$ cat src/rtl/pfhi_pkg.sv
// Package for the polygon fan height interpolator: payload structs, sizes,
// controller states and the command/status structs. No dependencies.
package pfhi_pkg;

  localparam int MAX_VERTS = 16;
  localparam int IDX_W     = $clog2(MAX_VERTS);
  localparam int CNT_W     = $clog2(MAX_VERTS + 1);
  localparam int SUM_W     = 16 + CNT_W;
  localparam int DOT_W     = 35;
  localparam int L3_W      = 37;
  localparam int HALF_W    = 17;
  localparam int ACC_W     = 56;
  localparam int QBITS     = 16;
  localparam int DSR_W     = DOT_W + QBITS - 1;

  localparam logic REQ_LOAD  = 1'b0;
  localparam logic REQ_QUERY = 1'b1;

  localparam logic CFG_CENTER_X = 1'b0;
  localparam logic CFG_CENTER_Y = 1'b1;

  typedef struct packed {
    logic        req_type;
    logic [15:0] coord_x;
    logic [15:0] coord_y;
    logic [15:0] vertex_height_in;
    logic        last_vertex;
  } in_data_t;

  typedef struct packed {
    logic [15:0] height_out;
    logic        hit;
  } out_data_t;

  typedef enum logic [3:0] {
    S_IDLE, S_CINIT, S_READ, S_DET, S_L1, S_L2, S_TEST, S_MAC, S_QINIT, S_DIV, S_FIN
  } state_t;

  typedef enum logic [1:0] {
    DOT_DET, DOT_L1, DOT_L2
  } dot_sel_t;

  typedef struct packed {
    logic             load;
    logic             qcap;
    logic             rd;
    logic             dot_en;
    dot_sel_t         dot_sel;
    logic             mac_en;
    logic [2:0]       mac_step;
    logic             div_start;
    logic             div_center;
    logic             div_step;
    logic             fin_center;
    logic             res_load;
    logic             res_hit;
    logic [IDX_W-1:0] k;
  } cmd_t;

  typedef struct packed {
    logic             closed;
    logic             count_nz;
    logic             last_tri;
    logic             in_tri;
    logic             out_free;
    logic [CNT_W-1:0] count;
  } status_t;

endpackage

$ cat src/rtl/pfhi_ctrl.sv
// Controller: sequences loads, the fan walk, the weighted sum and the divider.
// Uses pfhi_pkg; drives commands into pfhi_datapath.
module pfhi_ctrl import pfhi_pkg::*; (
  input  logic     clk,
  input  logic     rst,
  input  logic     in_valid,
  input  in_data_t in_data,
  output logic     in_stall,
  input  status_t  st,
  output cmd_t     cmd
);

  state_t           state, state_next;
  logic [IDX_W-1:0] k;
  logic [3:0]       cnt;
  logic             qhit, cmode;
  logic             acc_in;

  assign in_stall = (state != S_IDLE);
  assign acc_in   = in_valid && !in_stall;

  always_comb begin
    state_next = state;
    case (state)
      S_IDLE: begin
        if (acc_in) begin
          if (in_data.req_type == REQ_LOAD) begin
            if (in_data.last_vertex) state_next = S_CINIT;
          end else if (st.closed && st.count_nz) begin
            state_next = S_READ;
          end else begin
            state_next = S_FIN;
          end
        end
      end
      S_CINIT: state_next = S_DIV;
      S_READ:  state_next = S_DET;
      S_DET:   state_next = S_L1;
      S_L1:    state_next = S_L2;
      S_L2:    state_next = S_TEST;
      S_TEST: begin
        if (st.in_tri)        state_next = S_MAC;
        else if (st.last_tri) state_next = S_FIN;
        else                  state_next = S_READ;
      end
      S_MAC:   if (cnt == 4'd5) state_next = S_QINIT;
      S_QINIT: state_next = S_DIV;
      S_DIV:   if (cnt == 4'(QBITS - 1)) state_next = S_FIN;
      S_FIN:   if (cmode || st.out_free) state_next = S_IDLE;
      default: state_next = S_IDLE;
    endcase
  end

  always_comb begin
    cmd            = '0;
    cmd.k          = k;
    cmd.mac_step   = cnt[2:0];
    cmd.div_center = cmode;
    cmd.res_hit    = qhit;
    cmd.dot_sel    = DOT_DET;
    case (state)
      S_IDLE: begin
        cmd.load = acc_in && (in_data.req_type == REQ_LOAD);
        cmd.qcap = acc_in && (in_data.req_type == REQ_QUERY);
      end
      S_CINIT: cmd.div_start = 1'b1;
      S_READ:  cmd.rd = 1'b1;
      S_DET:   begin cmd.dot_en = 1'b1; cmd.dot_sel = DOT_DET; end
      S_L1:    begin cmd.dot_en = 1'b1; cmd.dot_sel = DOT_L1;  end
      S_L2:    begin cmd.dot_en = 1'b1; cmd.dot_sel = DOT_L2;  end
      S_MAC:   cmd.mac_en = 1'b1;
      S_QINIT: cmd.div_start = 1'b1;
      S_DIV:   cmd.div_step = 1'b1;
      S_FIN: begin
        cmd.fin_center = cmode;
        cmd.res_load   = !cmode && st.out_free;
      end
      default: ;
    endcase
  end

  always_ff @(posedge clk) begin
    if (rst) begin
      state <= S_IDLE;
      k     <= '0;
      cnt   <= '0;
      qhit  <= 1'b0;
      cmode <= 1'b0;
    end else begin
      state <= state_next;
      case (state)
        S_IDLE: begin
          k    <= '0;
          qhit <= 1'b0;
          if (acc_in) cmode <= (in_data.req_type == REQ_LOAD);
        end
        S_TEST: begin
          cnt <= '0;
          if (st.in_tri) qhit <= 1'b1;
          else           k    <= k + IDX_W'(1);
        end
        S_MAC:   cnt <= cnt + 4'd1;
        S_CINIT: cnt <= '0;
        S_QINIT: cnt <= '0;
        S_DIV:   cnt <= cnt + 4'd1;
        default: ;
      endcase
    end
  end

endmodule

$ cat config.mk
export PLATFORM = sky130hd
export DESIGN_NAME = pfhi_ctrl
export DESIGN_NICKNAME = d
export VERILOG_FILES = /design/src/rtl/pfhi_pkg.sv /design/src/rtl/pfhi_ctrl.sv
export SDC_FILE = /design/constraint.sdc
export NUM_CORES = 1
export LEC_CHECK = 0
export ABC_CLOCK_PERIOD_IN_PS = 2000
export BUFFER_PORTS_ARGS = -buffer_cell sky130_fd_sc_hd__buf_2
export CORE_MARGIN = 1
export CORE_UTILIZATION = 39
export CTS_CLUSTER_SIZE = 40
export DETAILED_ROUTE_END_ITERATION = 10
export PLACE_DENSITY = 0.8
export SLEW_MARGIN = 10
export SYNTH_ARGS = -nofsm -noshare
export SYNTH_HDL_FRONTEND = slang
export SYNTH_SLANG_ARGS = --single-unit
$ cat constraint.sdc
create_clock -name clk -period 2 [get_ports clk]
set_clock_uncertainty 0.1 [all_clocks]
set_input_delay 0.5 -clock clk [delete_from_list [all_inputs] [get_ports clk]]
set_output_delay 0.5 -clock clk [all_outputs]
set_load 0.01 [all_outputs]
# After elaboration in Yosys (flattened, before gate mapping)
# Cells that the tools add are included.
[totals]
regBits = 14
in_bits = 63
out_inout_bits = 21
elab_cells = 68
[classes]
addsub = 2
n_eq_ne = 19
muxes = 22
bitwise = 1
reduce_logical = 19
[op_table]
columns = ["op", "count"]
rows = [
  ["2-to-1 mux 4 bit", 10],
  ["case mux 4 bit (10 select lines)", 1],
  ["equality test 4 x 3 -> 1 bit, second input constant", 5],
  ["equality test 4 bit, second input constant", 4],
  ["case mux 4 bit (2 select lines)", 2],
  ["inequality test 2 bit, second input constant", 6],
  ["case mux 3 bit (3 select lines)", 1],
  ["adder 4 x 1 -> 4 bit, second input constant", 2],
  ["equality test 4 x 2 -> 1 bit, second input constant", 2],
  ["AND reduction 2 bit", 3],
  ["logical AND 1 bit", 5],
  ["2-to-1 mux 1 bit", 5],
  ["AND reduction 5 bit", 1],
  ["equality test 4 x 1 -> 1 bit, second input constant", 1],
  ["zero test 4 bit", 1],
  ["2-to-1 mux 2 bit", 2],
  ["nonzero test 2 bit", 2],
  ["nonzero test 4 bit", 1],
  ["OR reduction 2 bit", 2],
  ["inequality test 3 bit, second input constant", 1],
  ["OR reduction 3 bit", 1],
  ["zero test 1 bit", 2],
  ["case mux 1 bit (2 select lines)", 1],
  ["logical OR 1 bit", 1],
  ["NOT 1 bit", 1],
]

# Longest topological paths before layout
# Gate-level depths: netlist of run 1.
[logic_depth]
depth_word = 5
ltp_mapped = 6
mapped_depth_nobuf = 6

# Worst setup path after synthesis of run 1
# OpenSTA, ideal clock, no wires.
[synth_path]
path_type = "reg-to-output"
from = "register state[1]"
to = "output cmd[15] in the netlist's numbering"
arrival_time_ns = 1.129
t_required_ns = 1.400
path_slack_ns = 0.271
path_stages_with_launch = 5
path_buffers = 2
path_cell_list = "dfxtp_1 buf_2 clkbuf_1 nand2b_1 nor3b_1"
[synth_lines]
columns = ["item", "line", "rtl"]
rows = [
  ["from (decl)", "pfhi_ctrl.sv:13", "state_t state, state_next;"],
  ["from (signal assigned)", "pfhi_ctrl.sv:90", "state <= state_next;"],
  ["to (decl)", "pfhi_ctrl.sv:10", "output cmd_t cmd"],
]

==> impl_metrics.tcl, run 1 <==
set metrics [dict create \
    dpl.hpwl_um 1890 \
    power_frac_seq_pct 27.6 \
    dominantRegCellSynth "sky130_fd_sc_hd__dfxtp_1" \
    route.detailed.wl_per_inst_um 14.3 \
    most_frequent_standard_cell_in_the_layout_excluding_fill_and_tap_cells "sky130_fd_sc_hd__buf_2" \
    layout.cells.most_common_list "30 x sky130_fd_sc_hd__buf_2, 13 x sky130_fd_sc_hd__buf_4, 10 x sky130_fd_sc_hd__nor2_1, 10 x sky130_fd_sc_hd__a21oi_1, 10 x sky130_fd_sc_hd__dfxtp_1" \
    grt_pass1_vias 900 \
    internal_power_uw 876 \
    drt.antenna.violating_nets 0 \
    use_met2_pct 29.4 \
    cts_htree_levels 1 \
    power.switching_uw 659 \
    initialDrtViolationCount 34 \
    postSynth.asyncResetShare_pct 0 \
    floorplan.initialDensity_pct 41.8 \
    synth-edff-count 0 \
    reg2reg_setup_slack_ps 300 \
    diodes 0 \
    sw_frac_of_total_pct 42.9 \
    routabilityCongestion 0.829 \
    antenna_found_initial 0 \
    critPathRequiredTime_ps 1400 \
    grt_usage_pct 19.2 \
    critical_path_arrival_ps 1470 \
    via_total_after_detailed_routing 1094 \
    clockPowerShare_pct 14.0 \
    cp-end-kind "output port" \
    placedCellCount 179 \
    post-route-min-period_ps 2070 \
    num_rows 18 \
    grt_setup_unrepaired "true" \
    grt_overflow 0 \
    grt_first_pass_wirelength_um 3970 \
    floorplan.die.height_um 53.8 \
    share_of_cells_above_drive_strength_1_pct 39.5 \
    hold_class "reg -> reg" \
    stdcell_area_um2 1320 \
    ctsLongestPathBuffers 2 \
    cts_buffers 3 \
    setup_viol 2 \
    post-route-drc-count 0 \
    timing.rr.end "k[0]" \
    num-nets-final 229 \
    pwr_density_cell_nw_per_um2 1170 \
    combinationalPowerShare_pct 58.4 \
    critPathMaxFanout 4 \
    cts_root_buf "sky130_fd_sc_hd__clkbuf_4" \
    post_synth_instance_area_um2 1050 \
    routed_wl_um 2750 \
    grt.met3_usage_pct 4.52 \
    crit_path_start_kind "register" \
    postPlaceCellArea_um2 1190 \
    worst_setup_path_endpoint "cmd[19]" \
    cts_tree "yes" \
    grt_start_max_net_pins 18 \
    synth-seq-area-share_pct 26.8 \
    synth_seq_cells 14 \
    regToRegStartpoint "state[3]" \
    maxCapViolCount 0 \
    final_cells 192 \
    clk_latency_ps 290 \
    via_per_inst 5.70 \
    core_um2 2500 \
    syn-num-nets 193 \
    fmax_mhz 483 \
    layout_worst_path_cycle_share_pct 104 \
    global_route_met1_utilization_pct 24.9 \
    r2r.worst_path.cells 6 \
    floorplan.die.width_um 53.8 \
    syn_avg_cell_area_um2 8.24 \
    startpoint "state[2]" \
    drt-pass1-iter-count 4 \
    yosysWarningCount 0 \
    die_area_um2 2890 \
    timing.setup.critical_path_class "reg -> out" \
    floorplan.io_pins 84 \
    cts_sinks 14 \
    yosys.cell_types.count 42 \
    clk_transition_reported_paths_ps 90 \
    power.leakage_uw 0.000577 \
    max_slew_margin_pct 72.3 \
    syn-instance-count 127 \
    final_max_slew_viol_count 0 \
    area_delta_synth_final_pct 25.8 \
    finalWorstSetupSlack_ps -72.4 \
    max_slew.worst_pin.slew_ps 415 \
    grt.busiest_layer "met2" \
    io_buffer_count 30 \
    irDropWorstVdd_v 0.000644 \
    hold_viol 0 \
    violated_checks "negative setup slack" \
    outcome "finished, violations left" \
]
[synthesized netlist by cell type, types with 2 or more instances]
library cell,instances,area share (%)
sky130_fd_sc_hd__nor4_2,2,2.4
sky130_fd_sc_hd__nand4b_1,2,1.7
sky130_fd_sc_hd__and3_1,3,1.8
sky130_fd_sc_hd__a21oi_1,10,4.8
sky130_fd_sc_hd__inv_1,7,2.5
sky130_fd_sc_hd__a211oi_1,2,1.4
sky130_fd_sc_hd__clkbuf_1,4,1.4
sky130_fd_sc_hd__nor2_1,10,3.6
sky130_fd_sc_hd__nor3_1,2,0.96
sky130_fd_sc_hd__nand2_1,9,3.2
sky130_fd_sc_hd__nand3_1,2,0.96
sky130_fd_sc_hd__o21ai_0,9,4.3
sky130_fd_sc_hd__a311oi_1,4,3.3
sky130_fd_sc_hd__nand3b_1,5,3.6
sky130_fd_sc_hd__ha_1,3,3.6
sky130_fd_sc_hd__or2_1,2,1.2
sky130_fd_sc_hd__nor2b_1,2,1.2
sky130_fd_sc_hd__buf_2,3,1.4
sky130_fd_sc_hd__dfxtp_1,14,27
sky130_fd_sc_hd__buf_4,5,3.6
sky130_fd_sc_hd__nor3b_1,3,2.2
sky130_fd_sc_hd__xnor2_1,4,3.3
[worst min-delay path by stage]
stage             end  startpoint  cells past startpoint
6_report         qhit        qhit                      2
5_1_grt          qhit        qhit                      2
4_1_cts         cmode    in_valid                      3
3_5_place_dp     qhit        qhit                      2
3_3_place_gp     qhit        qhit                      2
2_1_floorplan  cnt[3]      cnt[3]                      1
[cells by family after synthesis]
| kind of cell | Yosys count | share of synthesized area (%) |
|---|---|---|
| fa+ha+maj | 3 | 3.59 |
| xor+xnor | 4 | 3.35 |
| mux | 2 | 2.03 |
| buf+inv | 21 | 10.4 |
| simple gates | 49 | 32.4 |
| flops | 14 | 26.8 |
| compound gates | 34 | 21.4 |
[critical path, cell delays in order, from the launching register on]
cell                      delay [ps]
sky130_fd_sc_hd__dfxtp_4         380
sky130_fd_sc_hd__nor4_4          380
sky130_fd_sc_hd__nand2_1         130
sky130_fd_sc_hd__nor2_1          140
sky130_fd_sc_hd__buf_2           150
[state kept, by name (all words and copies together) (netlist names)]
name   cells
cnt        4
state      4
cmode      1
qhit       1
k          4
[cell type report]
| class | instances | area [um^2] |
|---|---|---|
| multi-input combinational | 92 | 667 |
| timing repair buffer | 44 | 253 |
| fill | 240 | 1180 |
| sequential | 14 | 293 |
| tap | 30 | 37.5 |
| inverter | 8 | 30.0 |
| clock buffer | 4 | 36.3 |
[layer usage]
layer  part of all wire (%)  wire length, um
met3                    6.3              173
met2                     49             1340
met1                     43             1180
met5                      0                0
met4                    2.1               57
[what timing repair did]
| item | in CTS | in global routing |
|---|---|---|
| cloned | 0 | 0 |
| setup buffers | 4 | 5 |
| setup endpoints to repair | 12 | 5 |
| resized for setup | 7 | 3 |
| hold buffers | 0 | 0 |
| pin swaps | 1 | 2 |
[power by group through the flow]
stage / registers (uW) / logic [uW] / clock network [uW]
after floorplan: 364 / 617 / 0
final: 423 / 896 / 215
after global placement: 462 / 690 / 0
after detailed placement: 471 / 714 / 0
after CTS: 441 / 791 / 216
after global routing: 432 / 980 / 224
[stage by stage]
stage	util [%]	worst slack, ps	hold slack [ps]	power (uW)	setup TNS (ps)
2_1_floorplan	-	271	362	980	0
6_report	52.7	-72.4	415	1530	-96.4
5_1_grt	52.7	-137	436	1640	-279
4_1_cts	50.9	-36.7	416	1450	-49.7
3_5_place_dp	47.7	127	399	1180	0
3_3_place_gp	47.7	188	373	1150	0
No activity file was read; power rests on OpenSTA's default activity.
==> run 2, diff against run 1 <==
SKIP_CTS_REPAIR_TIMING = 1   (was default)
==> run 2 against run 1 <==
Net effect:
- the run still ends with negative setup slack left
- register-to-register slack got worse by 30 ps
- critical path type unchanged
- non-clock buffer count increased by 1
- total power increased by 2.7%
- via count increased by 1.0%
- maximum frequency decreased by 0.92%
- flip-flop and latch count unchanged
- wire length increased by 3.9%
- highest routed layer unchanged
- clock power about the same
- clock-buffer cell count unchanged
- combinational power about the same
- die area unchanged
- largest cell class unchanged
==> impl_metrics.tcl, run 2 (synthesis gave the netlist of run 1 again) <==
set metrics [dict create \
    outcome "finished, violations left" \
    violated_checks "negative setup slack" \
    sequential_cell_area_um2 293 \
    timing.critical_path.cells "nor4_4, nand2_1, nor2_1, buf_2" \
    worstHoldEndpoint "cmode" \
    core_um2 2500 \
    hold_viol 0 \
    power.leakage_uw 0.000584 \
    most_frequent_standard_cell_in_the_layout_excluding_fill_and_tap_cells "sky130_fd_sc_hd__buf_2" \
    dpl.hpwl_um 1890 \
    antenna_found_initial 0 \
    num-nets-final 230 \
    hold_path_depth 3 \
    layout.filler_cells 230 \
    internal_power_uw 886 \
    worst_path_largest_cell_delay_ps 400 \
    clk_latency_ps 300 \
    final_cells 193 \
    power.switching_uw 690 \
    grt_setup_unrepaired "true" \
    die_area_um2 2890 \
    layout_top_registers "cnt: 4 flops, k: 4 flops, state: 4 flops" \
    critPathMaxFanout 6 \
    worstPathBufferInverterCount 1 \
    fmax_mhz 478 \
    final_core_utilization_pct 53.9 \
    ctsLongestPathBuffers 2 \
    drt-pass1-iter-count 4 \
    area_delta_synth_final_pct 28.7 \
    multiInputGateArea_um2 686 \
    reg2reg_setup_slack_ps 270 \
    timing.hold.ws_ps 414 \
    num_rows 18 \
    layout.cells.most_common_list "30 x sky130_fd_sc_hd__buf_2, 13 x sky130_fd_sc_hd__buf_4, 10 x sky130_fd_sc_hd__nor2_1, 10 x sky130_fd_sc_hd__a21oi_1, 10 x sky130_fd_sc_hd__dfxtp_1" \
    via_total_after_detailed_routing 1105 \
    crit_path_top_delay_cell "sky130_fd_sc_hd__nor4_4" \
    critPathTopFamily "simple AND/OR/NAND/NOR gates" \
    sw_frac_of_total_pct 43.8 \
    layout_worst_path_cycle_share_pct 105 \
    floorplan.io_pins 84 \
    route.detailed.wl_per_inst_um 14.8 \
    max_slew_margin_pct 68.1 \
    cts_sinks 14 \
    cts_htree_levels 1 \
    floorplan.initialDensity_pct 41.8 \
    floorplan.die.height_um 53.8 \
    drt.antenna.violating_nets 0 \
    clk_transition_reported_paths_ps 100 \
    finalWorstSetupSlack_ps -91.6 \
    power_frac_seq_pct 29.1 \
    via_per_inst 5.73 \
    routabilityCongestion 0.829 \
    routed_wl_um 2850 \
    irDropWorstVdd_v 0.000687 \
    cts_buffers 3 \
    crit_path_start_kind "register" \
    combinationalPowerShare_pct 57.0 \
    pwr_density_cell_nw_per_um2 1170 \
    hold_class "in -> reg" \
    clockPowerShare_pct 13.8 \
    grt_pass1_vias 885 \
    floorplan.die.width_um 53.8 \
    post-route-min-period_ps 2090 \
    r2r.worst_path.cells 5 \
    max_slew.worst_pin.slew_ps 477 \
    initialDrtViolationCount 32 \
    cts_tree "yes" \
    io_buffer_count 30 \
    post-route-drc-count 0 \
    grt_first_pass_wirelength_um 3800 \
    final_max_slew_viol_count 0 \
    grt_overflow 0 \
    critical_path_arrival_ps 1490 \
    share_of_cells_above_drive_strength_1_pct 40.5 \
    placedCellCount 179 \
    critPathRequiredTime_ps 1400 \
    maxCapViolCount 0 \
    grt_start_max_net_pins 18 \
    setup_viol 2 \
    cts_root_buf "sky130_fd_sc_hd__clkbuf_4" \
    diodes 0 \
    grt_usage_pct 18.2 \
    cp-end-kind "output port" \
    hold_path_startpoint "in_valid" \
    timing.setup.critical_path_class "reg -> out" \
    timing.rr.end "state[1]" \
    postPlaceCellArea_um2 1190 \
    stdcell_area_um2 1350 \
    regToRegStartpoint "state[2]" \
]
==> run 2: cell count changes in the layout (fill, tap and decap cells not counted), sizes merged <==
| cell | before | now |
|---|---|---|
| buf | 43 | 44 |
==> run 2: final cells by class <==
cell class | instances | area share [%]
multi-input cells | 92 | 50.9
repair buffers | 45 | 19.6
clock buffers | 4 | 2.70
inverters | 8 | 2.23
well taps | 30 | 2.79
flip-flops and latches | 14 | 21.7
==> run 2: metrics by stage <==
| stage | TNS (ps) | power [uW] | worst slack (ps) |
|---|---|---|---|
| finish | -144 | 1580 | -91.6 |
| global route | -291 | 1670 | -147 |
| floorplan | 0 | 980 | 271 |
| CTS | -1470 | 1400 | -203 |
| detailed placement | 0 | 1180 | 127 |
| global placement | 0 | 1150 | 188 |
==> run 2: power by group through the flow <==
stage                     Sequential, uW  Clock [uW]  Combinational, uW
final                                459         218                899
after global routing                 473         226                971
after CTS                            464         216                716
after detailed placement             471           0                714
after global placement               462           0                690
after floorplan                      364           0                617
==> run 2: how the worst max path moves through the flow <==
stage                   end  cells past startpoint  slack (ps)      from
CTS                 cmd[19]                      4        -200  state[3]
global placement    cmd[18]                      3         190  state[3]
floorplan           cmd[15]                      4         270  state[1]
global route        cmd[19]                      4        -150  state[1]
detailed placement  cmd[19]                      4         130  state[3]
finish              cmd[19]                      4         -90  state[2]
==> run 2: per-layer routing <==
layer / GRT usage, % / routed length (um) / vias to the layer above
met5: 0 / 0 / -
met4: 9.65 / 62 / 0
met2: 27.8 / 1370 / 56
li1: - / - / 527
met1: 23.6 / 1230 / 511
met3: 3.95 / 185 / 11
==> run 2: worst min-delay path, cell delays in order <==
cell and delay [ps]:
sky130_fd_sc_hd__buf_2 110, sky130_fd_sc_hd__nand2_1 80, sky130_fd_sc_hd__a211oi_1 70
